File: config.mk
export PLATFORM = sky130hd
export DESIGN_NAME = channel_mean_ratio_gain_correction_core
export DESIGN_NICKNAME = d
export VERILOG_FILES = /design/src/hdl/cmrg_pkg.sv /design/src/hdl/cmrg_fifo.sv /design/src/hdl/cmrg_front.sv /design/src/hdl/cmrg_div.sv /design/src/hdl/cmrg_back.sv /design/src/hdl/channel_mean_ratio_gain_correction_core.sv
export SDC_FILE = /design/constraint.sdc
export NUM_CORES = 2
export LEC_CHECK = 0
export BUFFER_PORTS_ARGS = -buffer_cell sky130_fd_sc_hd__buf_2
export CAP_MARGIN = 5
export CORE_ASPECT_RATIO = 1.75
export CORE_UTILIZATION = 50
export CTS_CLUSTER_SIZE = 20
export DETAILED_ROUTE_END_ITERATION = 10
export PLACE_DENSITY = 0.68
export SLEW_MARGIN = 15
export SYNTH_ARGS = -nofsm -noshare
export SYNTH_HDL_FRONTEND = slang
export SYNTH_SLANG_ARGS = --single-unit
File: constraint.sdc
create_clock -name clk -period 7.85 [get_ports clk]
set_input_delay 1.57 -clock clk [delete_from_list [all_inputs] [get_ports clk]]
set_output_delay 1.57 -clock clk [all_outputs]
set_load 0.005 [all_outputs]
File: src/hdl/cmrg_pkg.sv
// Shared types, constants and helpers for the channel mean-ratio gain correction core.
`default_nettype none

package cmrg_pkg;

    localparam int NUM_CH              = 3;
    localparam int PIX_W               = 8;
    localparam int SUM_W               = 30;
    localparam int GAIN_W              = 24;
    localparam int PROD_W              = PIX_W + GAIN_W;
    localparam int GAIN_FRAC_BITS_DEF  = 16;
    localparam int MID_DEPTH_DEF       = 4;
    localparam int RES_DEPTH_DEF       = 4;

    localparam logic [PIX_W-1:0]  PIX_MAX  = 8'd255;
    localparam logic [SUM_W-1:0]  SUM_MAX  = '1;
    localparam logic [GAIN_W-1:0] GAIN_MAX = '1;

    // Operation codes of an input item
    localparam logic OP_ACCUM   = 1'b0;
    localparam logic OP_CORRECT = 1'b1;

    typedef struct packed {
        logic             operation;
        logic [PIX_W-1:0] proc_c0;
        logic [PIX_W-1:0] proc_c1;
        logic [PIX_W-1:0] proc_c2;
        logic [PIX_W-1:0] ref_c0;
        logic [PIX_W-1:0] ref_c1;
        logic [PIX_W-1:0] ref_c2;
        logic             frame_end;
    } in_item_t;

    typedef struct packed {
        logic [PIX_W-1:0] out_c0;
        logic [PIX_W-1:0] out_c1;
        logic [PIX_W-1:0] out_c2;
    } out_item_t;

    // Command kinds passed from front to back
    typedef enum logic [0:0] {
        CMD_CORRECT = 1'b0,
        CMD_GAIN    = 1'b1
    } cmd_kind_t;

    typedef struct packed {
        cmd_kind_t                    kind;
        logic [NUM_CH-1:0][PIX_W-1:0] pix;
    } cmd_t;

    typedef struct packed {
        logic [NUM_CH-1:0][SUM_W-1:0] proc;
        logic [NUM_CH-1:0][SUM_W-1:0] refr;
    } sum_set_t;

    // Saturating add of one pixel into a running sum
    function automatic logic [SUM_W-1:0] sat_add(input logic [SUM_W-1:0] acc,
                                                 input logic [PIX_W-1:0] pix);
        logic [SUM_W:0] s;
        s = {1'b0, acc} + (SUM_W+1)'(pix);
        return s[SUM_W] ? SUM_MAX : s[SUM_W-1:0];
    endfunction

endpackage

`default_nettype wire

File: src/hdl/cmrg_fifo.sv
// Small register-based first-in first-out queue.
`default_nettype none

module cmrg_fifo #(
    parameter int WIDTH = 8,
    parameter int DEPTH = 4
) (
    input  logic                     clk,
    input  logic                     rst_n,
    input  logic                     wr_en,
    input  logic [WIDTH-1:0]         wr_data,
    input  logic                     rd_en,
    output logic [WIDTH-1:0]         rd_data,
    output logic                     full,
    output logic                     empty,
    output logic [$clog2(DEPTH):0]   count
);

    localparam int PTR_W = $clog2(DEPTH);

    logic [WIDTH-1:0] mem_reg [DEPTH];
    logic [PTR_W-1:0] wr_ptr_reg;
    logic [PTR_W-1:0] rd_ptr_reg;
    logic [PTR_W:0]   count_reg;
    logic             do_wr;
    logic             do_rd;

    assign full    = (count_reg == (PTR_W+1)'(DEPTH));
    assign empty   = (count_reg == '0);
    assign count   = count_reg;
    assign rd_data = mem_reg[rd_ptr_reg];
    assign do_wr   = wr_en && !full;
    assign do_rd   = rd_en && !empty;

    always_ff @(posedge clk)
    begin
        if (do_wr)
        begin
            mem_reg[wr_ptr_reg] <= wr_data;
        end
    end

    always_ff @(posedge clk or negedge rst_n)
    begin
        if (!rst_n)
        begin
            wr_ptr_reg <= '0;
            rd_ptr_reg <= '0;
            count_reg  <= '0;
        end
        else
        begin
            if (do_wr)
            begin
                wr_ptr_reg <= wr_ptr_reg + 1'b1;
            end
            if (do_rd)
            begin
                rd_ptr_reg <= rd_ptr_reg + 1'b1;
            end
            if (do_wr && !do_rd)
            begin
                count_reg <= count_reg + 1'b1;
            end
            else if (do_rd && !do_wr)
            begin
                count_reg <= count_reg - 1'b1;
            end
        end
    end

endmodule

`default_nettype wire

File: src/hdl/cmrg_front.sv
// Front end: accepts items, keeps the channel sums and issues commands to the back end.
`default_nettype none

module cmrg_front (
    input  logic                clk,
    input  logic                rst_n,
    input  cmrg_pkg::in_item_t  item,
    input  logic                push,
    output logic                full,
    input  logic                mid_full,
    output logic                mid_push,
    output cmrg_pkg::cmd_t      mid_data,
    output cmrg_pkg::sum_set_t  snap,
    input  logic                snap_free
);

    import cmrg_pkg::*;

    logic [NUM_CH-1:0][PIX_W-1:0] pix_p;
    logic [NUM_CH-1:0][PIX_W-1:0] pix_r;
    sum_set_t                     acc_reg;
    sum_set_t                     added;
    sum_set_t                     snap_reg;
    logic                         pend_reg;
    logic                         accept;
    logic                         is_accum;
    logic                         frame_done;

    assign pix_p = {item.proc_c2, item.proc_c1, item.proc_c0};
    assign pix_r = {item.ref_c2, item.ref_c1, item.ref_c0};

    always_comb
    begin
        for (int c = 0; c < NUM_CH; c++)
        begin
            added.proc[c] = sat_add(acc_reg.proc[c], pix_p[c]);
            added.refr[c] = sat_add(acc_reg.refr[c], pix_r[c]);
        end
    end

    // Hold off input while the command queue is full or a snapshot awaits its division
    assign full       = mid_full || pend_reg;
    assign accept     = push && !full;
    assign is_accum   = (item.operation == OP_ACCUM);
    assign frame_done = accept && is_accum && item.frame_end;

    assign mid_push      = accept && (!is_accum || item.frame_end);
    assign mid_data.kind = is_accum ? CMD_GAIN : CMD_CORRECT;
    assign mid_data.pix  = pix_p;
    assign snap          = snap_reg;

    always_ff @(posedge clk)
    begin
        if (frame_done)
        begin
            snap_reg <= added;
        end
    end

    always_ff @(posedge clk or negedge rst_n)
    begin
        if (!rst_n)
        begin
            acc_reg  <= '0;
            pend_reg <= 1'b0;
        end
        else
        begin
            if (accept && is_accum)
            begin
                acc_reg <= item.frame_end ? '0 : added;
            end
            if (frame_done)
            begin
                pend_reg <= 1'b1;
            end
            else if (snap_free)
            begin
                pend_reg <= 1'b0;
            end
        end
    end

`ifndef SYNTH
    a_frame_end_pend: assert property (@(posedge clk) disable iff (!rst_n)
        frame_done |=> pend_reg)
        else $error("frame end did not mark the snapshot pending");

    a_free_only_pend: assert property (@(posedge clk) disable iff (!rst_n)
        snap_free |-> pend_reg)
        else $error("snapshot released while none was pending");

    a_gain_cmd_single: assert property (@(posedge clk) disable iff (!rst_n)
        (mid_push && (mid_data.kind == CMD_GAIN)) |-> !pend_reg)
        else $error("second gain command issued over a pending snapshot");
`endif

endmodule

`default_nettype wire

File: src/hdl/cmrg_div.sv
// Restoring divider producing one saturated gain quotient bit per cycle.
`default_nettype none

module cmrg_div #(
    parameter int GAIN_FRAC_BITS = cmrg_pkg::GAIN_FRAC_BITS_DEF
) (
    input  logic                          clk,
    input  logic                          rst_n,
    input  logic                          start,
    input  logic [cmrg_pkg::SUM_W-1:0]    numer,
    input  logic [cmrg_pkg::SUM_W-1:0]    denom,
    output logic                          done,
    output logic [cmrg_pkg::GAIN_W-1:0]   quot
);

    import cmrg_pkg::*;

    localparam int STEP_W = $clog2(GAIN_W + 1);

    typedef enum logic [2:0] {
        DV_IDLE = 3'b001,
        DV_RUN  = 3'b010,
        DV_DONE = 3'b100
    } dv_state_t;

    dv_state_t                 state_reg;
    dv_state_t                 state_next;
    logic [SUM_W+GAIN_W-1:0]   wide;
    logic                      sat_start;
    logic [SUM_W-1:0]          rem_reg;
    logic [SUM_W-1:0]          den_reg;
    logic [GAIN_W-1:0]         low_reg;
    logic [GAIN_W-1:0]         quot_reg;
    logic [STEP_W-1:0]         step_reg;
    logic [SUM_W:0]            trial;
    logic [SUM_W:0]            diff;
    logic                      ge;

    // Numerator shifted into place; the top part is the initial remainder
    assign wide      = {{GAIN_W{1'b0}}, numer} << GAIN_FRAC_BITS;
    assign sat_start = (denom == '0) || (wide[SUM_W+GAIN_W-1:GAIN_W] >= denom);

    assign trial = {rem_reg, low_reg[GAIN_W-1]};
    assign diff  = trial - {1'b0, den_reg};
    assign ge    = (trial >= {1'b0, den_reg});

    assign done = (state_reg == DV_DONE);
    assign quot = quot_reg;

    always_comb
    begin
        state_next = state_reg;
        unique case (state_reg)
            DV_IDLE:
            begin
                if (start)
                begin
                    state_next = sat_start ? DV_DONE : DV_RUN;
                end
            end
            DV_RUN:
            begin
                if (step_reg == STEP_W'(1))
                begin
                    state_next = DV_DONE;
                end
            end
            DV_DONE:
            begin
                state_next = DV_IDLE;
            end
            default:
            begin
                state_next = DV_IDLE;
            end
        endcase
    end

    always_ff @(posedge clk)
    begin
        if ((state_reg == DV_IDLE) && start)
        begin
            rem_reg  <= wide[SUM_W+GAIN_W-1:GAIN_W];
            low_reg  <= wide[GAIN_W-1:0];
            den_reg  <= denom;
            quot_reg <= sat_start ? GAIN_MAX : '0;
            step_reg <= STEP_W'(GAIN_W);
        end
        else if (state_reg == DV_RUN)
        begin
            rem_reg  <= ge ? diff[SUM_W-1:0] : trial[SUM_W-1:0];
            low_reg  <= {low_reg[GAIN_W-2:0], 1'b0};
            quot_reg <= {quot_reg[GAIN_W-2:0], ge};
            step_reg <= step_reg - 1'b1;
        end
    end

    always_ff @(posedge clk or negedge rst_n)
    begin
        if (!rst_n)
        begin
            state_reg <= DV_IDLE;
        end
        else
        begin
            state_reg <= state_next;
        end
    end

endmodule

`default_nettype wire

File: src/hdl/cmrg_back.sv
// Back end: runs gain updates through the divider and corrects pixels into the result queue.
`default_nettype none

module cmrg_back #(
    parameter int GAIN_FRAC_BITS = cmrg_pkg::GAIN_FRAC_BITS_DEF,
    parameter int RES_DEPTH      = cmrg_pkg::RES_DEPTH_DEF
) (
    input  logic                        clk,
    input  logic                        rst_n,
    input  logic                        mid_empty,
    input  cmrg_pkg::cmd_t              mid_data,
    output logic                        mid_pop,
    input  cmrg_pkg::sum_set_t          snap,
    output logic                        snap_free,
    input  logic [$clog2(RES_DEPTH):0]  res_count,
    output logic                        res_push,
    output cmrg_pkg::out_item_t         res_data
);

    import cmrg_pkg::*;

    localparam int CNT_W = $clog2(RES_DEPTH) + 1;
    localparam logic [1:0] LAST_CH = 2'(NUM_CH - 1);
    localparam logic [GAIN_W-1:0] GAIN_UNITY = GAIN_W'(64'd1 << GAIN_FRAC_BITS);

    typedef enum logic [2:0] {
        BK_IDLE  = 3'b001,
        BK_START = 3'b010,
        BK_WAIT  = 3'b100
    } bk_state_t;

    bk_state_t                      state_reg;
    bk_state_t                      state_next;
    logic [1:0]                     ch_reg;
    logic [NUM_CH-1:0][GAIN_W-1:0]  gain_reg;
    logic                           s1_valid_reg;
    logic [NUM_CH-1:0][PROD_W-1:0]  prod_reg;
    logic [NUM_CH-1:0][PROD_W-1:0]  shifted;
    logic [NUM_CH-1:0][PIX_W-1:0]   clamped;
    logic                           room;
    logic                           is_gain;
    logic                           corr_go;
    logic                           div_start;
    logic                           div_done;
    logic [GAIN_W-1:0]              div_quot;

    assign room    = (CNT_W'(res_count) + CNT_W'(s1_valid_reg)) < CNT_W'(RES_DEPTH);
    assign is_gain = (mid_data.kind == CMD_GAIN);
    assign mid_pop = (state_reg == BK_IDLE) && !mid_empty && (is_gain || room);
    assign corr_go = mid_pop && !is_gain;

    assign div_start = (state_reg == BK_START);
    assign snap_free = (state_reg == BK_WAIT) && div_done && (ch_reg == LAST_CH);

    cmrg_div #(
        .GAIN_FRAC_BITS (GAIN_FRAC_BITS)
    ) u_div (
        .clk   (clk),
        .rst_n (rst_n),
        .start (div_start),
        .numer (snap.refr[ch_reg]),
        .denom (snap.proc[ch_reg]),
        .done  (div_done),
        .quot  (div_quot)
    );

    always_comb
    begin
        state_next = state_reg;
        unique case (state_reg)
            BK_IDLE:
            begin
                if (mid_pop && is_gain)
                begin
                    state_next = BK_START;
                end
            end
            BK_START:
            begin
                state_next = BK_WAIT;
            end
            BK_WAIT:
            begin
                if (div_done)
                begin
                    state_next = (ch_reg == LAST_CH) ? BK_IDLE : BK_START;
                end
            end
            default:
            begin
                state_next = BK_IDLE;
            end
        endcase
    end

    // Scale, drop the fraction bits and clamp to full scale
    always_comb
    begin
        for (int c = 0; c < NUM_CH; c++)
        begin
            shifted[c] = prod_reg[c] >> GAIN_FRAC_BITS;
            clamped[c] = (|shifted[c][PROD_W-1:PIX_W]) ? PIX_MAX : shifted[c][PIX_W-1:0];
        end
    end

    assign res_push        = s1_valid_reg;
    assign res_data.out_c0 = clamped[0];
    assign res_data.out_c1 = clamped[1];
    assign res_data.out_c2 = clamped[2];

    always_ff @(posedge clk)
    begin
        if (corr_go)
        begin
            for (int c = 0; c < NUM_CH; c++)
            begin
                prod_reg[c] <= PROD_W'(mid_data.pix[c]) * PROD_W'(gain_reg[c]);
            end
        end
    end

    always_ff @(posedge clk or negedge rst_n)
    begin
        if (!rst_n)
        begin
            state_reg    <= BK_IDLE;
            ch_reg       <= '0;
            gain_reg     <= {NUM_CH{GAIN_UNITY}};
            s1_valid_reg <= 1'b0;
        end
        else
        begin
            state_reg    <= state_next;
            s1_valid_reg <= corr_go;
            if (mid_pop && is_gain)
            begin
                ch_reg <= '0;
            end
            else if ((state_reg == BK_WAIT) && div_done)
            begin
                gain_reg[ch_reg] <= div_quot;
                if (ch_reg != LAST_CH)
                begin
                    ch_reg <= ch_reg + 1'b1;
                end
            end
        end
    end

`ifndef SYNTH
    a_res_room: assert property (@(posedge clk) disable iff (!rst_n)
        res_push |-> (CNT_W'(res_count) < CNT_W'(RES_DEPTH)))
        else $error("corrected pixel written into a full result queue");

    a_gain_hold: assert property (@(posedge clk) disable iff (!rst_n)
        (state_reg != BK_WAIT) |=> $stable(gain_reg))
        else $error("gains changed outside a gain update");

    a_free_to_idle: assert property (@(posedge clk) disable iff (!rst_n)
        snap_free |=> (state_reg == BK_IDLE))
        else $error("back end did not return to idle after the last channel");
`endif

endmodule

`default_nettype wire

File: src/hdl/channel_mean_ratio_gain_correction_core.sv
// Top level of the per-channel mean-ratio gain correction core.
//
//  Channel  | Handshake          | Payload              | Transfer when
//  ---------+--------------------+----------------------+------------------------
//  input    | push / full        | item   (in_item_t)   | push high, full low
//  result   | empty / pop        | result (out_item_t)  | pop high, empty low
//
// A correct item is written into the command queue, registered through the
// per-channel multipliers and lands in the result queue, so results follow one per
// cycle while the back end is idle and the result queue has room. A frame-end pair
// launches three divisions on one shared restoring divider, one channel at a time;
// input is held off (full) until all three gains are written. Reset (rst_n,
// asynchronous) clears the sums, empties both queues and loads unity gains. Either
// side may stall freely: the command queue parts front and back, the result queue
// parts back and consumer.
`default_nettype none

module channel_mean_ratio_gain_correction_core #(
    parameter int GAIN_FRAC_BITS = cmrg_pkg::GAIN_FRAC_BITS_DEF,
    parameter int MID_DEPTH      = cmrg_pkg::MID_DEPTH_DEF,
    parameter int RES_DEPTH      = cmrg_pkg::RES_DEPTH_DEF
) (
    input  logic                 clk,
    input  logic                 rst_n,
    input  logic                 push,
    output logic                 full,
    input  cmrg_pkg::in_item_t   item,
    output logic                 empty,
    input  logic                 pop,
    output cmrg_pkg::out_item_t  result
);

    import cmrg_pkg::*;

    // Command queue between front and back
    logic                        mid_push;
    logic                        mid_pop;
    logic                        mid_full;
    logic                        mid_empty;
    cmd_t                        mid_wr;
    logic [$bits(cmd_t)-1:0]     mid_rd;
    logic [$clog2(MID_DEPTH):0]  mid_count;

    // Snapshot of the frame sums handed to the back end
    sum_set_t                    snap;
    logic                        snap_free;

    // Result queue
    logic                          res_push;
    out_item_t                     res_wr;
    logic [$bits(out_item_t)-1:0]  res_rd;
    logic                          res_full;
    logic [$clog2(RES_DEPTH):0]    res_count;

    cmrg_front u_front (
        .clk       (clk),
        .rst_n     (rst_n),
        .item      (item),
        .push      (push),
        .full      (full),
        .mid_full  (mid_full),
        .mid_push  (mid_push),
        .mid_data  (mid_wr),
        .snap      (snap),
        .snap_free (snap_free)
    );

    cmrg_fifo #(
        .WIDTH ($bits(cmd_t)),
        .DEPTH (MID_DEPTH)
    ) u_mid_q (
        .clk     (clk),
        .rst_n   (rst_n),
        .wr_en   (mid_push),
        .wr_data (mid_wr),
        .rd_en   (mid_pop),
        .rd_data (mid_rd),
        .full    (mid_full),
        .empty   (mid_empty),
        .count   (mid_count)
    );

    cmrg_back #(
        .GAIN_FRAC_BITS (GAIN_FRAC_BITS),
        .RES_DEPTH      (RES_DEPTH)
    ) u_back (
        .clk       (clk),
        .rst_n     (rst_n),
        .mid_empty (mid_empty),
        .mid_data  (cmd_t'(mid_rd)),
        .mid_pop   (mid_pop),
        .snap      (snap),
        .snap_free (snap_free),
        .res_count (res_count),
        .res_push  (res_push),
        .res_data  (res_wr)
    );

    // The back end reserves room before it launches a correction, so the
    // result queue never overflows; res_full only feeds the checks below.
    cmrg_fifo #(
        .WIDTH ($bits(out_item_t)),
        .DEPTH (RES_DEPTH)
    ) u_res_q (
        .clk     (clk),
        .rst_n   (rst_n),
        .wr_en   (res_push),
        .wr_data (res_wr),
        .rd_en   (pop),
        .rd_data (res_rd),
        .full    (res_full),
        .empty   (empty),
        .count   (res_count)
    );

    assign result = out_item_t'(res_rd);

`ifndef SYNTH
    a_res_no_overflow: assert property (@(posedge clk) disable iff (!rst_n)
        res_push |-> !res_full)
        else $error("result transfer into a full result queue");

    a_mid_no_overflow: assert property (@(posedge clk) disable iff (!rst_n)
        mid_push |-> (mid_count < ($clog2(MID_DEPTH)+1)'(MID_DEPTH)))
        else $error("command written into a full command queue");

    a_full_during_update: assert property (@(posedge clk) disable iff (!rst_n)
        (push && !full && (item.operation == OP_ACCUM) && item.frame_end) |=> full)
        else $error("input not held off after a frame end");
`endif

endmodule

`default_nettype wire
=== Word level (Yosys, flattened, before mapping) ===
Memory sizes are Yosys's and may differ from the RTL's.
Cells that the tools add are included.
W data, S select, Z words.

* Register bits: 649
* RAM bits: 196
* Bits of input ports: 54
* Output and inout bits: 26
* Logic and storage cells: 177
* Memories kept: 2

{| class="wikitable"
|+ Memories
! name !! depth !! bits a word !! read ports !! clocked after memory_dff !! write ports !! line !! RTL
|-
| u_mid_q.mem_reg || 4 || 25 || 1 || 0 || 1 || cmrg_fifo.sv:21 || <nowiki>logic [WIDTH-1:0] mem_reg [DEPTH];</nowiki>
|-
| u_res_q.mem_reg || 4 || 24 || 1 || 0 || 1 || cmrg_fifo.sv:21 ||
|}

* $add $sub $neg: 18
* Multiply operators: 3
* Order comparisons: 5
* Eq/ne operators: 15
* Multiplexer cells: 47
* Bitwise operators: 2
* Reduce and logical (&&, ||, !) cells: 50

{| class="wikitable"
|+ Operators with widths
! operator !! number
|-
| $mux W30 || 9
|-
| $add A30 B8 Y31 || 6
|-
| $mux W180 || 1
|-
| $mux W24 || 6
|-
| $bmux W30 S2 || 2
|-
| $mul A8 B24 Y32 || 3
|-
| $bwmux W72 || 1
|-
| $demux W24 S2 || 1
|-
| $mux W22 || 2
|-
| $ge A31 B30 Y1 || 1
|-
| $ge A22 B30 Y1 || 1
|-
| $logic_not A30 Y1 || 1
|-
| $sub A30 B30 Y30 || 1
|-
| $mux W3 || 9
|-
| $mux W8 || 3
|-
| $reduce_or A8 Y1 || 3
|-
| $logic_and A1 B1 Y1 || 20
|-
| $eq A3 B3 Y1 const B || 4
|-
| $reduce_bool A2 Y1 || 6
|-
| $add A2 B1 Y2 const B || 5
|-
| $logic_not A1 Y1 || 10
|-
| $pmux W3 S3 || 1
|-
| $mux W2 || 4
|-
| $ne A2 B2 Y1 const B || 4
|-
| 18 further kinds || 36
|}

=== Depth between registers and ports, before layout ===
* Word-level depth: 10
* Mapped depth: 23
* Mapped depth without buffers: 20

=== Cells and area by module ===
A second synthesis with hierarchy kept.

* Cells, all modules: 5401
* Area, all modules: 57521.4 µm²

{| class="wikitable"
|+ Modules (own cells, without submodules)
! module !! times used !! cells each !! area each (µm²) !! seq. area each (µm²)
|-
| cmrg_back || 1 || 2508 || 23396.2 || 3398.3
|-
| cmrg_front || 1 || 1940 || 19683.9 || 9934.5
|-
| cmrg_div || 1 || 624 || 6419.9 || 2859.0
|-
| cmrg_fifo at u_mid_q || 1 || 167 || 4083.9 || 3178.0
|-
| cmrg_fifo at u_res_q || 1 || 162 || 3937.5 || 3057.9
|}

=== Least setup slack after synthesis ===
No wires, ideal clock.

* Path kind: input -> register
* Start point: input port push
* End point: register u_front.acc_reg[118] (netlist bit)
* Setup time: 402 ps
* Arrival: 7580 ps
* Data required time: 7448 ps
* Slack: -132 ps
* Cell stages on the path: 6
* Buffers on the path: 1
* Path through: nand2_1 > nor2_1 > nand2_1 > inv_1 > clkbuf_1 > nor3_1

* Longest elaborated chain between the ends: 2

{| class="wikitable"
|+ Ends and longest elaborated chain
! what !! line !! RTL
|-
| from (decl) || channel_mean_ratio_gain_correction_core.sv:25 || <nowiki>input logic push,</nowiki>
|-
| $logic_and A1 B1 Y1 || cmrg_front.sv:43 || <nowiki>assign accept = push && !full;</nowiki>
|-
| $logic_and A1 B1 Y1 || cmrg_front.sv:69 || <nowiki>if (accept && is_accum)</nowiki>
|-
| to (signal assigned) || cmrg_front.sv:71 || <nowiki>acc_reg <= item.frame_end ? '0 : added;</nowiki>
|-
| to (decl) || cmrg_front.sv:21 || <nowiki>sum_set_t acc_reg;</nowiki>
|}

Every way passes these cells.
A chain may end at the register's enable or synchronous reset.

=== Worst setup path in the final report ===
* Start point: register u_mid_q.rd_ptr_reg[0]
* End point: register u_back.prod_reg[93] (netlist bit), data pin

* Longest elaborated chain between the ends: 2

{| class="wikitable"
|+ Ends and longest elaborated chain
! what !! line !! RTL
|-
| from (decl) || cmrg_fifo.sv:23 || <nowiki>logic [PTR_W-1:0] rd_ptr_reg;</nowiki>
|-
| from (signal assigned) || cmrg_fifo.sv:59 || <nowiki>rd_ptr_reg <= rd_ptr_reg + 1'b1;</nowiki>
|-
| $mem_v2 Z4 W25 || -- ||
|-
| $mul A8 B24 Y32 || cmrg_back.sv:117 || <nowiki>prod_reg[c] <= PROD_W'(mid_data.pix[c]) * PROD_W'(gain_reg[c]);</nowiki>
|-
| to (signal, indexed assignment) || cmrg_back.sv:117 ||
|-
| to (decl) || cmrg_back.sv:37 || <nowiki>logic [NUM_CH-1:0][PROD_W-1:0] prod_reg;</nowiki>
|}

Every way passes these cells.

==> metrics list <==
- Measured along the y axis, the die boundary spans 442 um.
- The tree is rooted in a sky130_fd_sc_hd__clkbuf_16.
- For this run, the detailed router's first-pass iteration total came to 5.
* Critical path arrival: 7010 ps
- Synthesis produced a netlist whose cell count is 5,087.
* Area of the die: 112,000 sq um
- For this run, asynchronously set or reset flops after synthesis account for 34.6%.
- Crit Path Category: reg -> reg
- Largest net degree at the start of global routing: 99
- Initial DRC Count: 2,329
- CP most frequent cell: sky130_fd_sc_hd__fa_1
- Setup repair after global routing left no endpoint under its margin.
- The clock arrives with 32.3 ps of skew.
- After detailed placement, the design holds a cell count of 6,447.
- Result of the run: finished, final reports clean
- Headroom to the max-slew limit came out at 24.1%.
- Total congestion overflow: 0
- Synth area leader: sky130_fd_sc_hd__edfxtp_1
* Worst Hold Class: reg -> reg
- The worst path needs 6600 ps of the cycle, external delays included.
- The via count of the first global-routing pass was 40.2k.
* Rows: 161
- After detailed placement, the total cell area comes to 57,100 sq um.
* Post-CTS setup buffer count: 0
- Final core area utilization: 54.4%
* Maximum clock path buffer count: 3
- Clock tree from TritonCTS: done
- Mapped Avg Cell Area: 10.9 sq um
* Effective utilization at floorplan: 50.4%
- R2r startpoint: u_mid_q.rd_ptr_reg[0]
- Max-cap violations in this run came to 0.
* CP cell instances: buf_12 -> mux4_2 -> and2_1 -> fa_1 -> fa_1 -> fa_1 -> inv_1 -> fa_1 -> inv_1 -> ha_1 -> a21o_1 -> a211o_1 -> a21oi_1 -> o311ai_0 -> a41o_1 -> a221o_1 -> a211oi_2 -> o31ai_1 -> xor2_1
- After clock tree synthesis, the clock-pin slew on the worst setup and hold paths is 60 ps.
* Number of CTS-inserted buffers: 77
- Cell area after synthesis: 55,300 sq um
* DIE WIDTH: 253 um
- Sequential fraction of the synthesis area: 40.5%
* Count of cell types in the netlist: 92
- Source-to-sink clock delay at the later pin of the worst-skew pair: 690 ps
- Leading register cell type out of synthesis: sky130_fd_sc_hd__edfxtp_1
* Synthesis-to-finish area growth: 7.84%
- By count the netlist is led by 508 x sky130_fd_sc_hd__edfxtp_1, 487 x sky130_fd_sc_hd__inv_1, 470 x sky130_fd_sc_hd__nand2_1.
- Final Cycle Share: 84.1%
- Port Buffers: 79
* Count of hold-fix buffers inserted at cts: 0
* Wire length of the first global-routing pass: 221,000 um
- Synth top area share: 27.6%
- The final max-slew violation count is 0.
* Maximum VDD drop: 0.157 mV
- Finished layout cell area: 59,700 sq um
* Filler-free cell count of the finished design: 6,592
* Final wirelength: 141,000 um
- Power per standard cell area: 177 nW/um^2
- In the final layout, the share of cells above drive strength 1 is 9.02%.
- Leakage power of the design: 26.3 nW
* Overall via count from detail_route: 38.2k
- The number of antenna violations at the first check in global routing is 4.
* Clock Sinks: 797
- Overall track demand over capacity in global routing: 25.6%
- Data on the critical path is required at its endpoint by 8260 ps.
* Routability congestion estimate: 0.933
* Net count of the finished layout: 5,777
- In this run the most critical hold path is launched from u_back.u_div.rem_reg[25].
- The number of nets in the synthesized netlist is 5,805.
- For the final routed database, the setup TNS stands at 0 ps.
* Via density per instance: 5.80
* Num ports: 80
- Category of the worst setup path capture point: flip-flop
* Post-DP HPWL: 105,000 um
- Origin of the worst setup path: u_mid_q.rd_ptr_reg[0]
- Along the worst path, the maximum fanout reaches 24.
* Category of the worst setup path launch point: flip-flop
- Setup violations remaining at the end of the flow were counted as 0.
- Static timing analysis puts the maximum clock frequency at 151 MHz.
- Register bit total from synthesis: 797
* Post-route DRC violation count: 0
- On the critical path, the stage with the largest delay is an instance of sky130_fd_sc_hd__mux4_2.
- Counting flops with a built-in enable in the synthesized netlist gives 508.
* Post-route ant nets: 0
- Cell with the most instances after synthesis: sky130_fd_sc_hd__edfxtp_1
- Post-layout power: 10.5 mW
* Area of the core: 110,000 sq um
* Top Family by Delay on Critical Path: adder cells
- Routed length per placed instance: 21.3 um
- Quantity of gates resized following cts: 0
- In the post-synthesis netlist, the biggest area contributors are sky130_fd_sc_hd__edfxtp_1 28%, sky130_fd_sc_hd__fa_1 15%, sky130_fd_sc_hd__dfrtp_1 12%, sky130_fd_sc_hd__ha_1 5.9%, sky130_fd_sc_hd__and2_1 5.3%.
- Yosys printed 0 warnings.
- The number of endpoints with negative hold slack in the final report was 0.
* Number of buffer and inverter stages on the critical path: 3
* Slew at the pin with the worst max-slew slack: 1140 ps
* Number of levels the H-tree was split into: 3
- Fill count: 9,373
- On the worst path, the slowest cell contributes a delay of 760 ps.
[stage by stage]
step	hold WS, ps	worst slack, ps
global route	503	916
finish	488	1250
floorplan	448	1570
CTS	486	1230
detailed placement	478	1240
global placement	463	1330
[cell usage in the layout, fill, tap and decap left out, drive strengths merged, types with 50 or more instances in the layout]
cell type / n
inv: 500
mux2: 97
o21ai: 260
and3: 63
nand3: 99
nor3: 50
a21o: 108
and2: 467
clkbuf: 94
nand4: 54
fa: 402
xor2: 57
mux2i: 90
nor2: 181
a21oi: 217
nand2: 470
a22o: 81
edfxtp: 508
buf: 118
ha: 262
dfrtp: 271
xnor2: 112
[worst min-delay path: cells and delay by family (launching register included)]
family / cells / cell delay (ps)
simple gates: 1 / 50
compound gates: 1 / 60
flops: 1 / 320
[report_power, final]
group          switching (mW)  total [mW]  internal, mW  leakage, nW
sequential              0.181        4.95          4.76         8.25
clock                    1.72        3.89          2.17         1.27
combinational            1.15        1.70         0.555         16.8
total                    3.05        10.5          7.49         26.3
[final cells by class]
cell class                 instances  area, sq um  share of cell area, %
clock inverter                    48          515                  0.864
inverter                         491         1850                   3.10
antenna                            3         7.51                 0.0126
timing repair buffer             118          723                   1.21
clock buffer                      94         2070                   3.47
multi-input combinational       3574        30200                   50.7
sequential                       797        22400                   37.6
tap                             1467         1840                   3.08
[layer usage]
layer  global-route usage, %  vias to the layer above  share of wire [%]  wire, um
met5                       0                        -              0.016        22
met4                    16.2                        4                6.7      9480
met3                    2.80                      365                3.4      4840
met2                    48.8                      925                 55     77300
met1                    26.1                    19300                 35     48900
li1                        -                    17600                  -         -
[final timing paths]
| path | end | slack, ps | cells after the start |
|---|---|---|---|
| min in group asynchronous | u_back.gain_reg[69] | 910 | 1 |
| min | u_back.u_div.rem_reg[25] | 490 | 2 |
| max in group asynchronous | u_mid_q.rd_ptr_reg[0] | 5400 | 2 |
| min reg2reg | u_back.u_div.rem_reg[25] | 490 | 2 |
| max reg2reg | u_back.prod_reg[93] | 1250 | 19 |
| max | u_back.prod_reg[93] | 1250 | 19 |
[cell families after synthesis]
kind of cell	share of synthesized area (%)
buffers and inverters	4.97
multiplexers	5.60
AO/OA/AOI/OAI	11.4
flip-flops	40.5
adder cells (fa/ha/maj)	20.5
XOR/XNOR	2.68
AND/OR/NAND/NOR	14.4
(Power assumes the default switching activity.)
